<file path="config.mk">
export PLATFORM = sky130hd
export DESIGN_NAME = morse_key_period_timer
export DESIGN_NICKNAME = d
export VERILOG_FILES = /design/src/hdl/mkpt_pkg.sv /design/src/hdl/mkpt_divider.sv /design/src/hdl/morse_key_period_timer.sv
export SDC_FILE = /design/constraint.sdc
export NUM_CORES = 1
export LEC_CHECK = 0
export BUFFER_PORTS_ARGS = -buffer_cell sky130_fd_sc_hd__buf_4
export CORE_MARGIN = 1.5
export CORE_UTILIZATION = 55
export DETAILED_ROUTE_END_ITERATION = 10
export GPL_TIMING_DRIVEN = 0
export PLACE_DENSITY = 0.73
export SLEW_MARGIN = 10
export SYNTH_ARGS = -nofsm -noshare
export SYNTH_HDL_FRONTEND = slang
export SYNTH_SLANG_ARGS = --single-unit
</file>
<file path="constraint.sdc">
create_clock -name clk_i -period 4.79 [get_ports clk_i]
set_clock_uncertainty 0.2 [all_clocks]
set_input_delay 0.2395 -clock clk_i [delete_from_list [all_inputs] [get_ports clk_i]]
set_output_delay 0.2395 -clock clk_i [all_outputs]
set_load 0.02 [all_outputs]
</file>
<file path="src/hdl/mkpt_pkg.sv">
// Shared types and constants of the Morse key period timer.
`timescale 1ns / 1ps
package mkpt_pkg;

  typedef struct packed {
    logic [31:0] now_ms;
    logic        right_level;
    logic        left_level;
    logic [1:0]  mode;
  } in_t;

  typedef struct packed {
    logic [2:0]  event_res;
    logic [15:0] twitches;
    logic [1:0]  transmitter;
    logic        last;
  } out_t;

  // Result event codes.
  localparam logic [2:0] EV_RIGHT         = 3'd0;
  localparam logic [2:0] EV_LEFT          = 3'd1;
  localparam logic [2:0] EV_DOWN_AFTER_UP = 3'd2;
  localparam logic [2:0] EV_UP_AFTER_DOWN = 3'd3;
  localparam logic [2:0] EV_PARTIAL_DOWN  = 3'd4;
  localparam logic [2:0] EV_PARTIAL_UP    = 3'd5;

  // Configuration register indexes.
  localparam logic [1:0] REG_TWITCH_LEN = 2'd0;
  localparam logic [1:0] REG_TX_NUM     = 2'd1;

  // Mode codes.
  localparam logic [1:0] MODE_KEYING_STD  = 2'd0;
  localparam logic [1:0] MODE_KEYING_SWAP = 2'd1;

  localparam logic [15:0] PARTIAL_LIMIT   = 16'd100;
  localparam logic [15:0] TWITCH_LEN_RST  = 16'd10;
  localparam logic [15:0] COUNT_MAX       = 16'hFFFF;

endpackage

</file>
<file path="src/hdl/mkpt_divider.sv">
// Bit-serial restoring divider: 32-bit dividend by 16-bit divisor, one bit per cycle.
`timescale 1ns / 1ps
module mkpt_divider (
  input  logic        clk_i,
  input  logic        rst_ni,
  input  logic        start_i,
  input  logic [31:0] dividend_i,
  input  logic [15:0] divisor_i,
  output logic        done_o,
  output logic [31:0] quotient_o,
  output logic [15:0] remainder_o
);
  logic        busy_q, busy_d;
  logic        done_q, done_d;
  logic [4:0]  cnt_q, cnt_d;
  logic [31:0] quo_q, quo_d;
  logic [15:0] rem_q, rem_d;
  logic [16:0] shifted;
  logic [16:0] diff;
  logic        fits;

  // The dividend shifts out at the top while quotient bits enter at the bottom.
  assign shifted = {rem_q, quo_q[31]};
  assign diff    = shifted - {1'b0, divisor_i};
  assign fits    = shifted >= {1'b0, divisor_i};

  always_comb begin
    busy_d = busy_q;
    done_d = 1'b0;
    cnt_d  = cnt_q;
    quo_d  = quo_q;
    rem_d  = rem_q;
    if (start_i) begin
      busy_d = 1'b1;
      cnt_d  = 5'd0;
      quo_d  = dividend_i;
      rem_d  = 16'd0;
    end else if (busy_q) begin
      quo_d = {quo_q[30:0], fits};
      rem_d = fits ? diff[15:0] : shifted[15:0];
      cnt_d = cnt_q + 5'd1;
      if (cnt_q == 5'd31) begin
        busy_d = 1'b0;
        done_d = 1'b1;
      end
    end
  end

  always_ff @(posedge clk_i or negedge rst_ni) begin
    if (!rst_ni) begin
      busy_q <= 1'b0;
      done_q <= 1'b0;
      cnt_q  <= 5'd0;
    end else begin
      busy_q <= busy_d;
      done_q <= done_d;
      cnt_q  <= cnt_d;
    end
  end

  always_ff @(posedge clk_i) begin
    quo_q <= quo_d;
    rem_q <= rem_d;
  end

  assign done_o      = done_q;
  assign quotient_o  = quo_q;
  assign remainder_o = rem_q;

endmodule

</file>
<file path="src/hdl/morse_key_period_timer.sv">
// Flow: an accepted item passes through S_ACC and S_CHK to S_EVAL, with S_DIV between
// S_CHK and S_EVAL when its remainder needs the 32-step bit-serial divider. S_EMIT
// then issues its results one at a time from a registered output, as the output is free.
// Throughput: a new item is taken only in S_IDLE, after all results of the last one
// are issued, so any output stall also holds the input.
// Reset (asynchronous, active low) clears the timing state, the contact and key flags,
// the sequencer and the output valid, and loads the configuration reset values.
`timescale 1ns / 1ps
module morse_key_period_timer (
  input  logic          clk_i,
  input  logic          rst_ni,
  input  logic          in_valid_i,
  output logic          in_ready_o,
  input  mkpt_pkg::in_t in_data_i,
  output logic          out_valid_o,
  input  logic          out_ready_i,
  output mkpt_pkg::out_t out_data_o,
  input  logic          cfg_valid_i,
  output logic          cfg_ready_o,
  input  logic [1:0]    cfg_index_i,
  input  logic [15:0]   cfg_data_i
);
  import mkpt_pkg::*;

  typedef enum logic [5:0] {
    S_IDLE = 6'b000001,
    S_ACC  = 6'b000010,
    S_CHK  = 6'b000100,
    S_DIV  = 6'b001000,
    S_EVAL = 6'b010000,
    S_EMIT = 6'b100000
  } state_e;

  state_e      state_q, state_d;

  logic [15:0] len_cfg_q;
  logic [1:0]  tx_q;
  logic [15:0] len_eff;

  logic [31:0] prev_q, prev_d;
  logic [31:0] delta_q, delta_d;
  logic [31:0] rem_q, rem_d;
  logic [15:0] total_q, total_d;
  logic        key_q, key_d;
  logic        right_q, right_d;
  logic        left_q, left_d;
  logic        rc_q, lc_q;
  logic [1:0]  mode_q;

  logic [2:0]  res_ev_q [3];
  logic [15:0] res_tw_q [3];
  logic [2:0]  res_ev_d [3];
  logic [15:0] res_tw_d [3];
  logic [1:0]  res_n_q, res_n_d;
  logic [1:0]  idx_q, idx_d;

  logic        out_valid_q, out_valid_d;
  out_t        out_q, out_d;

  logic        in_fire;
  logic        out_free;
  logic        div_start;
  logic        div_done;
  logic [31:0] div_quo;
  logic [15:0] div_rem;
  logic [16:0] rem_plus;
  logic [16:0] sat_sum;
  logic [15:0] total_sat;

  assign len_eff     = (len_cfg_q == 16'd0) ? 16'd1 : len_cfg_q;
  assign cfg_ready_o = 1'b1;
  assign in_ready_o  = (state_q == S_IDLE);
  assign in_fire     = in_valid_i && in_ready_o;
  assign out_free    = !out_valid_q || out_ready_i;

  assign div_start = (state_q == S_CHK) && (rem_q > {16'd0, len_eff});

  mkpt_divider u_div (
    .clk_i       (clk_i),
    .rst_ni      (rst_ni),
    .start_i     (div_start),
    .dividend_i  (rem_q - 32'd1),
    .divisor_i   (len_eff),
    .done_o      (div_done),
    .quotient_o  (div_quo),
    .remainder_o (div_rem)
  );

  // New remainder is ((rem - 1) mod len) + 1, so it ends in 1..len.
  assign rem_plus  = {1'b0, div_rem} + 17'd1;
  assign sat_sum   = {1'b0, total_q} + {1'b0, div_quo[15:0]};
  assign total_sat = ((div_quo[31:16] != 16'd0) || sat_sum[16]) ? COUNT_MAX : sat_sum[15:0];

  always_ff @(posedge clk_i or negedge rst_ni) begin
    if (!rst_ni) begin
      len_cfg_q <= TWITCH_LEN_RST;
      tx_q      <= 2'd0;
    end else if (cfg_valid_i && cfg_ready_o) begin
      case (cfg_index_i)
        REG_TWITCH_LEN: len_cfg_q <= cfg_data_i;
        REG_TX_NUM:     tx_q      <= cfg_data_i[1:0];
        default:        ;
      endcase
    end
  end

  always_comb begin
    logic [1:0]  n;
    logic [15:0] tot;
    logic        down;
    logic        kd;
    state_d     = state_q;
    prev_d      = prev_q;
    delta_d     = delta_q;
    rem_d       = rem_q;
    total_d     = total_q;
    key_d       = key_q;
    right_d     = right_q;
    left_d      = left_q;
    res_ev_d    = res_ev_q;
    res_tw_d    = res_tw_q;
    res_n_d     = res_n_q;
    idx_d       = idx_q;
    out_valid_d = out_valid_q && !out_ready_i;
    out_d       = out_q;
    n           = 2'd0;
    tot         = total_q;
    down        = rc_q || lc_q;
    kd          = key_q;

    case (state_q)
      S_IDLE: begin
        if (in_fire) begin
          delta_d = in_data_i.now_ms - prev_q;
          prev_d  = in_data_i.now_ms;
          state_d = S_ACC;
        end
      end
      S_ACC: begin
        rem_d   = rem_q + delta_q;
        state_d = S_CHK;
      end
      S_CHK: begin
        state_d = div_start ? S_DIV : S_EVAL;
      end
      S_DIV: begin
        if (div_done) begin
          rem_d   = {15'd0, rem_plus};
          total_d = total_sat;
          state_d = S_EVAL;
        end
      end
      S_EVAL: begin
        // Results are packed in order: right closure, left closure, then a key
        // transition or a partial report.
        if (!right_q && rc_q) begin
          res_ev_d[n] = EV_RIGHT;
          res_tw_d[n] = 16'd0;
          n = n + 2'd1;
        end
        if (!left_q && lc_q) begin
          res_ev_d[n] = EV_LEFT;
          res_tw_d[n] = 16'd0;
          n = n + 2'd1;
        end
        right_d = rc_q;
        left_d  = lc_q;
        if ((mode_q == MODE_KEYING_STD || mode_q == MODE_KEYING_SWAP)
            && (down != key_q)) begin
          res_ev_d[n] = down ? EV_DOWN_AFTER_UP : EV_UP_AFTER_DOWN;
          res_tw_d[n] = total_q;
          n     = n + 2'd1;
          kd    = down;
          tot   = 16'd0;
          rem_d = 32'd0;
        end
        if (tot >= PARTIAL_LIMIT) begin
          res_ev_d[n] = kd ? EV_PARTIAL_DOWN : EV_PARTIAL_UP;
          res_tw_d[n] = tot;
          n   = n + 2'd1;
          tot = 16'd0;
        end
        key_d   = kd;
        total_d = tot;
        res_n_d = n;
        idx_d   = 2'd0;
        state_d = (n == 2'd0) ? S_IDLE : S_EMIT;
      end
      S_EMIT: begin
        if (out_free) begin
          out_valid_d       = 1'b1;
          out_d.event_res   = res_ev_q[idx_q];
          out_d.twitches    = res_tw_q[idx_q];
          out_d.transmitter = tx_q;
          out_d.last        = (idx_q == res_n_q - 2'd1);
          idx_d             = idx_q + 2'd1;
          if (idx_q == res_n_q - 2'd1) begin
            state_d = S_IDLE;
          end
        end
      end
      default: state_d = S_IDLE;
    endcase
  end

  always_ff @(posedge clk_i or negedge rst_ni) begin
    if (!rst_ni) begin
      state_q     <= S_IDLE;
      prev_q      <= 32'd0;
      rem_q       <= 32'd0;
      total_q     <= 16'd0;
      key_q       <= 1'b0;
      right_q     <= 1'b0;
      left_q      <= 1'b0;
      res_n_q     <= 2'd0;
      idx_q       <= 2'd0;
      out_valid_q <= 1'b0;
    end else begin
      state_q     <= state_d;
      prev_q      <= prev_d;
      rem_q       <= rem_d;
      total_q     <= total_d;
      key_q       <= key_d;
      right_q     <= right_d;
      left_q      <= left_d;
      res_n_q     <= res_n_d;
      idx_q       <= idx_d;
      out_valid_q <= out_valid_d;
    end
  end

  always_ff @(posedge clk_i) begin
    delta_q  <= delta_d;
    res_ev_q <= res_ev_d;
    res_tw_q <= res_tw_d;
    out_q    <= out_d;
    if (in_fire) begin
      rc_q   <= !in_data_i.right_level;
      lc_q   <= !in_data_i.left_level;
      mode_q <= in_data_i.mode;
    end
  end

  assign out_valid_o = out_valid_q;
  assign out_data_o  = out_q;

endmodule

</file>
==> reports/summary.txt, run 1 <==
worst r2r path cells - 13
FF+latch count, synth - 281
Core Area - 31500 um2
routability cong. - 0.938
GRT Resource Usage Total - 25.5%
Synth cell types - 84
syn_area_per_cell - 9.55 um2
PwrDens - 662 nW/um2
number of CTS-inserted buffers - 34
CTS Sinks - 281
Setup CP Type - flip-flop to flip-flop
status - finished, final reports clean
Worst-Skew Late Latency - 520 ps
Worst Path Arrival - 3770 ps
Placed Area - 18700 um2
DR iter-0 viols - 1006
critical path's slowest cell - or2_2
design area - 20400 um2
post-DP HPWL - 31000 um
grt total ovfl - 0
postcts setup bufs - 0
largest net degree at the start of global routing - 79
Core Rows - 65
Max Root-Sink Buffers - 3
Die Height - 181 um
Max Fclk - 262 MHz
Post-synth EDFFs - 146
net count after synthesis - 2016
fin cells - 2439
Rel. slew slack - 47.4%
first-pass GRT wire length - 68000 um
sequential-to-total area share from yosys stat - 43.9%
ratio of final minimum period to clock period - 79.5%
peak supply drop - 0.491 mV
CTS H-tree lvls - 2
mapped cell area - 17500 um2
antenna cells - 0
Nets - 2194
Max-cap violations - 0
CP Max Fanout - 32
Area growth syn-to-layout - 16.7%
Port Buffers - 81
initial core utilization - 55.6%
detailed-route via count - 14090
I/O pins - 84
Synth Instances - 1833
die width - 181 um
Fillers - 2533
DRT antenna net count - 0
initial antenna violation count - 0
die area - 32900 um2
DR WL/cell - 17.0 um
vias in the first global route - 13642
crit path cell chain - nor4_1 -> a41o_1 -> ha_1 -> nor2b_1 -> o21a_1 -> o21a_1 -> o21ai_0 -> o2111ai_1 -> a21oi_1 -> nor2b_1 -> buf_2 -> buf_6 -> or2_2
Critical Path Sink Type - flip-flop
r2r setup slk - 980 ps
Placed Cells - 2320
Hold Violations, Final - 0
CTS Root Cell - clkbuf_16
post-synthesis async set-or-reset flop share - 42.3%
leakage power - 8.66 nW
final setup violation count - 0
measured slew at the worst slew-check pin - 789 ps
Top FF cell, synth - edfxtp_1
Sum Neg Setup Slack - 0 ps
fraction of layout cells with a size suffix above 1 - 10.1%
drt pass-1 iters - 5
Critical Path RT - 4750 ps
DR vias/cell - 5.78
minimum clock period - 3810 ps
CTS tree - built
Remaining DRCs - 0
Clock transition at path regs - 60 ps
CP peak stage delay - 560 ps
hold crit path type - input pin to asynchronous set/reset pin
final wirelength - 41400 um
Final Max Tran Viols - 0
Worst setup SP type - flip-flop
RSZ-0062 raised after global routing - no
Ys Warns - 0
Final Power - 13.5 mW
worst max-delay path, delay by kind of cell (launching register included):
family	cells	cell delay, ps
compound gates	6	1300
simple gates	4	1020
flops	1	370
buf+inv	2	340
fa+ha+maj	1	190
metal layers:
metal / track usage [%] / up-vias / share of wire (%)
met3: 3.05 / 91 / 4.2
met4: 10.8 / 0 / 3.9
met2: 44.0 / 370 / 48
met5: 0 / - / 0
li1: - / 7002 / -
met1: 32.4 / 6627 / 44
what timing repair did:
item,CTS,global route
hold buffers,57,0
hold endpoints to repair,172,0
resized for setup,0,0
worst paths after layout:
kind | start | to
min in group clk_i | in_valid_i | state_q[1]$_DFFE_PN0P_
max in group asynchronous | rst_ni | len_cfg_q[3]$_DFFE_PN1P_
worst min-delay path | rst_ni | total_q[9]$_DFFE_PN0P_
worst max register to register | len_cfg_q[8]$_DFFE_PN0P_ | u_div.quotient_o[30]$_DFFE_PP_
worst min register to register | tx_q[1]$_DFFE_PN0P_ | out_data_o[2]$_DFFE_PP_
worst max-delay path | len_cfg_q[8]$_DFFE_PN0P_ | u_div.quotient_o[30]$_DFFE_PP_
cell usage in the layout (no fill, tap or decap), drive strengths merged, types with 46 or more instances in the layout:
cell         count
nand2          229
nor2           148
edfxtp         146
o21ai          145
a21oi          127
ha             120
dfrtp          116
inv            102
clkbuf         100
buf             98
xnor2           74
dlygate4sd3     57
xor2            52
a21o            46
registers in the layout, summed over array words and instances (netlist names), 9 cells and up:
name	count
len_cfg_q	16
rem_q	32
res_ev_q	9
u_div.remainder_o	16
delta_q	32
prev_q	32
out_data_o	22
total_q	16
u_div.quotient_o	32
res_tw_q	48
cells by family after synthesis:
family / Yosys count / synth area share [%]
AND/OR/NAND/NOR: 581 / 15.8
adder cells (fa/ha/maj): 124 / 9.03
AO/OA/AOI/OAI: 495 / 17.7
buffers and inverters: 167 / 3.77
XOR/XNOR: 126 / 6.30
other: 1 / 0.0214
multiplexers: 58 / 3.47
flip-flops: 281 / 43.9
through the flow:
stage	setup WS, ps	hold WS (ps)	utilization [%]
finish	980	25.4	64.9
global route	794	70.7	64.9
CTS	731	34.5	64.9
detailed placement	733	-1.04	59.5
global placement	-810	224	59.2
floorplan	746	-256	-
cell usage after synthesis (7+ instances only):
cell | instances | area, um2
xnor2_1 | 74 | 648
or3_1 | 10 | 62.6
nor2_1 | 146 | 548
and2_1 | 7 | 43.8
a31oi_1 | 24 | 150
nand2_1 | 229 | 860
nor2b_1 | 14 | 87.6
mux2_2 | 21 | 236
o211ai_1 | 7 | 52.6
a211oi_1 | 15 | 113
nand4_1 | 14 | 87.6
edfxtp_1 | 146 | 4380
a22o_1 | 17 | 149
o21a_1 | 12 | 90.1
nor3_1 | 32 | 160
dfxtp_1 | 16 | 320
inv_1 | 99 | 372
o21bai_1 | 16 | 120
ha_1 | 120 | 1500
nor4_1 | 18 | 113
a21oi_1 | 127 | 636
dfrtp_1 | 116 | 2900
a21o_1 | 46 | 345
nand2b_1 | 20 | 125
o21ai_0 | 139 | 696
xor2_1 | 52 | 455
nand3_1 | 34 | 170
clkbuf_1 | 54 | 203
and3_1 | 8 | 50.1
o22ai_1 | 23 | 144
mux2i_1 | 37 | 370
nor3b_1 | 8 | 60.1
o31ai_1 | 11 | 82.6
final cells by class:
cell class	count	area, um2	share of cell area (%)
plain buffers	67	290	1.42
clock buffers	46	947	4.63
clock inverters	16	195	0.955
inverters	100	375	1.84
multi-input cells	1385	9170	44.9
flip-flops and latches	281	7690	37.6
well taps	402	503	2.46
repair buffers	142	1270	6.23
power breakdown:
part	total [mW]	internal (mW)	switching [mW]
Sequential	4.18	3.51	0.673
Clock	2.62	1.61	1.01
Combinational	6.73	2.87	3.86
Power figures use the tool's default switching activity.
==> run 2, diff against run 1 <==
--- a/config.mk
+++ b/config.mk
@@ -10,7 +10,7 @@
 export CORE_UTILIZATION = 55
 export DETAILED_ROUTE_END_ITERATION = 10
 export GPL_TIMING_DRIVEN = 0
-export PLACE_DENSITY = 0.73
+export PLACE_DENSITY = 0.75
 export SLEW_MARGIN = 10
 export SYNTH_ARGS = -nofsm -noshare
 export SYNTH_HDL_FRONTEND = slang
==> constraint.sdc (replaced) <==
create_clock -name clk_i -period 3.1 [get_ports clk_i]
set_clock_uncertainty 0.2 [all_clocks]
set_input_delay 0.155 -clock clk_i [delete_from_list [all_inputs] [get_ports clk_i]]
set_output_delay 0.155 -clock clk_i [all_outputs]
set_load 0.02 [all_outputs]
==> run 2 against run 1 <==
Effect of this change: the flow now finishes with violations (setup timing); via count increased by 4.4%; worst setup slack worse by 1100 ps; hold slack worse by 24 ps; critical endpoint is now u_div.remainder_o[14]$_SDFFE_PN0P_; critical path type unchanged; combinational power up 80%; die area unchanged; largest power group unchanged; largest cell class unchanged.
==> reports/summary.txt, run 2 (synthesized netlist as in run 1, its figures left out) <==
DRT antenna net count - 0 (unchanged)
Max Root-Sink Buffers - 3 (unchanged)
Remaining DRCs - 0 (unchanged)
Port Buffers - 81 (unchanged)
Core Area - 31500 um2 (unchanged)
Fillers - 2343 (-7.5%)
most common cell after layout, fill and taps aside - nand2_1
final setup violation count - 18 (+18)
I/O pins - 84 (unchanged)
Worst-Skew Late Latency - 510 ps (about the same)
Biggest register - res_tw_q
ratio of final minimum period to clock period - 104% (+25 points)
peak supply drop - 0.730 mV (+49%)
Critical Path RT - 3300 ps (-1450 ps)
Placed Area - 18700 um2 (-0.11%)
final wirelength - 45400 um (+9.8%)
detailed-route via count - 14707 (+4.4%)
cell internal pwr - 13.1 mW (+64%)
DR iter-0 viols - 1160 (+15%)
Gate power share - 53.8% (+4.1 points)
GRT Resource Usage Total - 27.2% (+1.7 points)
CTS tree - built
routability cong. - 0.937 (-0.12%)
Area growth syn-to-layout - 22.7%
largest net degree at the start of global routing - 79 (unchanged)
drt pass-1 iters - 5 (unchanged)
CP Max Fanout - 3 (-91%)
Critical Path Sink Type - flip-flop
Final Max Tran Viols - 0 (unchanged)
CTS Root Cell - clkbuf_16
critical path's slowest cell - dfstp_2
die width - 181 um (unchanged)
clock power share - 17.3% (-2.1 points)
crit path cell chain - nor4_2 -> a41o_1 -> ha_2 -> fa_2 -> nor2b_1 -> o21ai_2 -> a21oi_2 -> nor4_2 -> o21a_1 -> nor3_4 -> mux2i_1 -> a21boi_1 -> o31a_1
Nets - 2236 (+1.9%)
CP peak stage delay - 540 ps (-20 ps)
CTS H-tree lvls - 2 (unchanged)
Core Rows - 65 (unchanged)
Clock transition at path regs - 60 ps (about the same)
P_sw - 9.45 mW (+70%)
Setup WS post-layout - -136 ps (-1120 ps)
RSZ-0062 raised after global routing - yes
Die Height - 181 um (unchanged)
Rel. slew slack - 44.4% (-3.0 points)
fraction of layout cells with a size suffix above 1 - 17.8% (+7.8 points)
design area - 21500 um2 (+5.1%)
Max-cap violations - 0 (unchanged)
switching power share of the total - 42.0% (+0.97 points)
initial antenna violation count - 0 (unchanged)
Finished Core Util - 68.3% (+3.3 points)
vias in the first global route - 14452 (+5.9%)
Worst Path Arrival - 3440 ps (-330 ps)
minimum clock period - 3240 ps (-575 ps)
Flop pwr share - 28.9% (-2.0 points)
post-DP HPWL - 31200 um (+0.68%)
Max Fclk - 309 MHz (+18%)
number of CTS-inserted buffers - 34 (unchanged)
DR WL/cell - 18.3 um (+7.9%)
PwrDens - 1050 nW/um2 (+58%)
first-pass GRT wire length - 72400 um (+6.5%)
CTS Sinks - 281 (unchanged)
hold crit path type - input pin to asynchronous set/reset pin
Worst setup SP type - flip-flop
Final Power - 22.5 mW (+66%)
leakage power - 8.99 nW (+3.7%)
crit-path most repeated cell - nor4_2
DR vias/cell - 5.93 (+2.6%)
measured slew at the worst slew-check pin - 834 ps (+45.6 ps)
leading cell types in the layout, fill and taps excluded - nand2_1 (225), edfxtp_1 (146), nor2_1 (135)
max FFs per register - 48 (unchanged)
Setup CP Type - flip-flop to flip-flop
grt total ovfl - 0 (unchanged)
Hold Violations, Final - 0 (unchanged)
hold slack - 1.59 ps (-23.8 ps)
status - finished, violations left
initial core utilization - 55.6% (unchanged)
violated checks - setup timing
die area - 32900 um2 (unchanged)
## run 2: cell types whose count changed in the layout (fill, tap and decap cells not counted), moves of 7 or more
cell	change
a21oi_1	-23
a21oi_2	+21
buf_4	+34
dfrtp_1	-10
dfrtp_2	+10
ha_1	-14
ha_2	+8
nor2_1	-10
nor4_1	-7
o21ai_0	-16
o21ai_2	+11
## run 2: power by group through the flow
stage	combinational, mW	clock (mW)	sequential [mW]
6_report	12.1	3.88	6.51
3_5_place_dp	10.2	0	6.50
3_3_place_gp	9.92	0	6.45
2_1_floorplan	8.14	0	6.12
4_1_cts	11.1	3.93	6.44
5_1_grt	13.3	4.06	6.63
## run 2: timing repair
item,CTS,global route
endpoints found under the setup margin,214,163
hold endpoints to repair,192,0
cloned,5,0
setup buffers,16,20
resized for setup,83,118
hold buffers,60,0
pin swaps,25,55
## run 2: final timing paths
path / from / to / slack, ps / cells past startpoint
max in group asynchronous: rst_ni / len_cfg_q[1]$_DFFE_PN1P_ / 2240 / 3
min reg2reg: tx_q[0]$_DFFE_PN0P_ / out_data_o[1]$_DFFE_PP_ / 250 / 0
max: len_cfg_q[1]$_DFFE_PN1P_ / u_div.remainder_o[14]$_SDFFE_PN0P_ / -140 / 13
min in group clk_i: in_data_i[1] / mode_q[1]$_DFFE_PP_ / 180 / 2
max reg2reg: len_cfg_q[1]$_DFFE_PN1P_ / u_div.remainder_o[14]$_SDFFE_PN0P_ / -140 / 13
min: rst_ni / state_q[0]$_DFFE_PN1P_ / 2 / 2
## run 2: final cells by class
class	count	area (um2)	area share, %
Inverter	100	375	1.75
Sequential cell	281	7700	35.8
Multi-Input combinational cell	1389	9880	46.0
Clock inverter	10	71.3	0.332
Buffer	66	333	1.55
Antenna cell	1	2.50	0.0116
Clock buffer	52	1020	4.76
Tap cell	402	503	2.34
Timing Repair Buffer	181	1600	7.46
## run 2: through the flow
stage	std cells	setup WS (ps)	setup TNS, ps
after global placement	2316	-736	-74090
after global routing	2481	-213	-4850
after detailed placement	2319	-611	-69910
final	2482	-136	-1050
after floorplan	1833	8.60	0
after CTS	2461	-89.7	-845
## run 2: critical path: cells and delay by family (launching register included)
kind            cells  cell delay, ps
simple gates        4             480
compound gates      6            1130
mux                 1             220
fa+ha+maj           2             560
flops               1             540
## run 2: per-layer routing
metal  vias to the layer above  share of wire [%]  global-route usage [%]
met2                       461                 49                    47.1
met4                         0                5.1                    13.1
li1                       7100                  -                       -
met1                      7024                 41                    33.9
met3                       122                5.1                    3.31
met5                         -                  0                       0
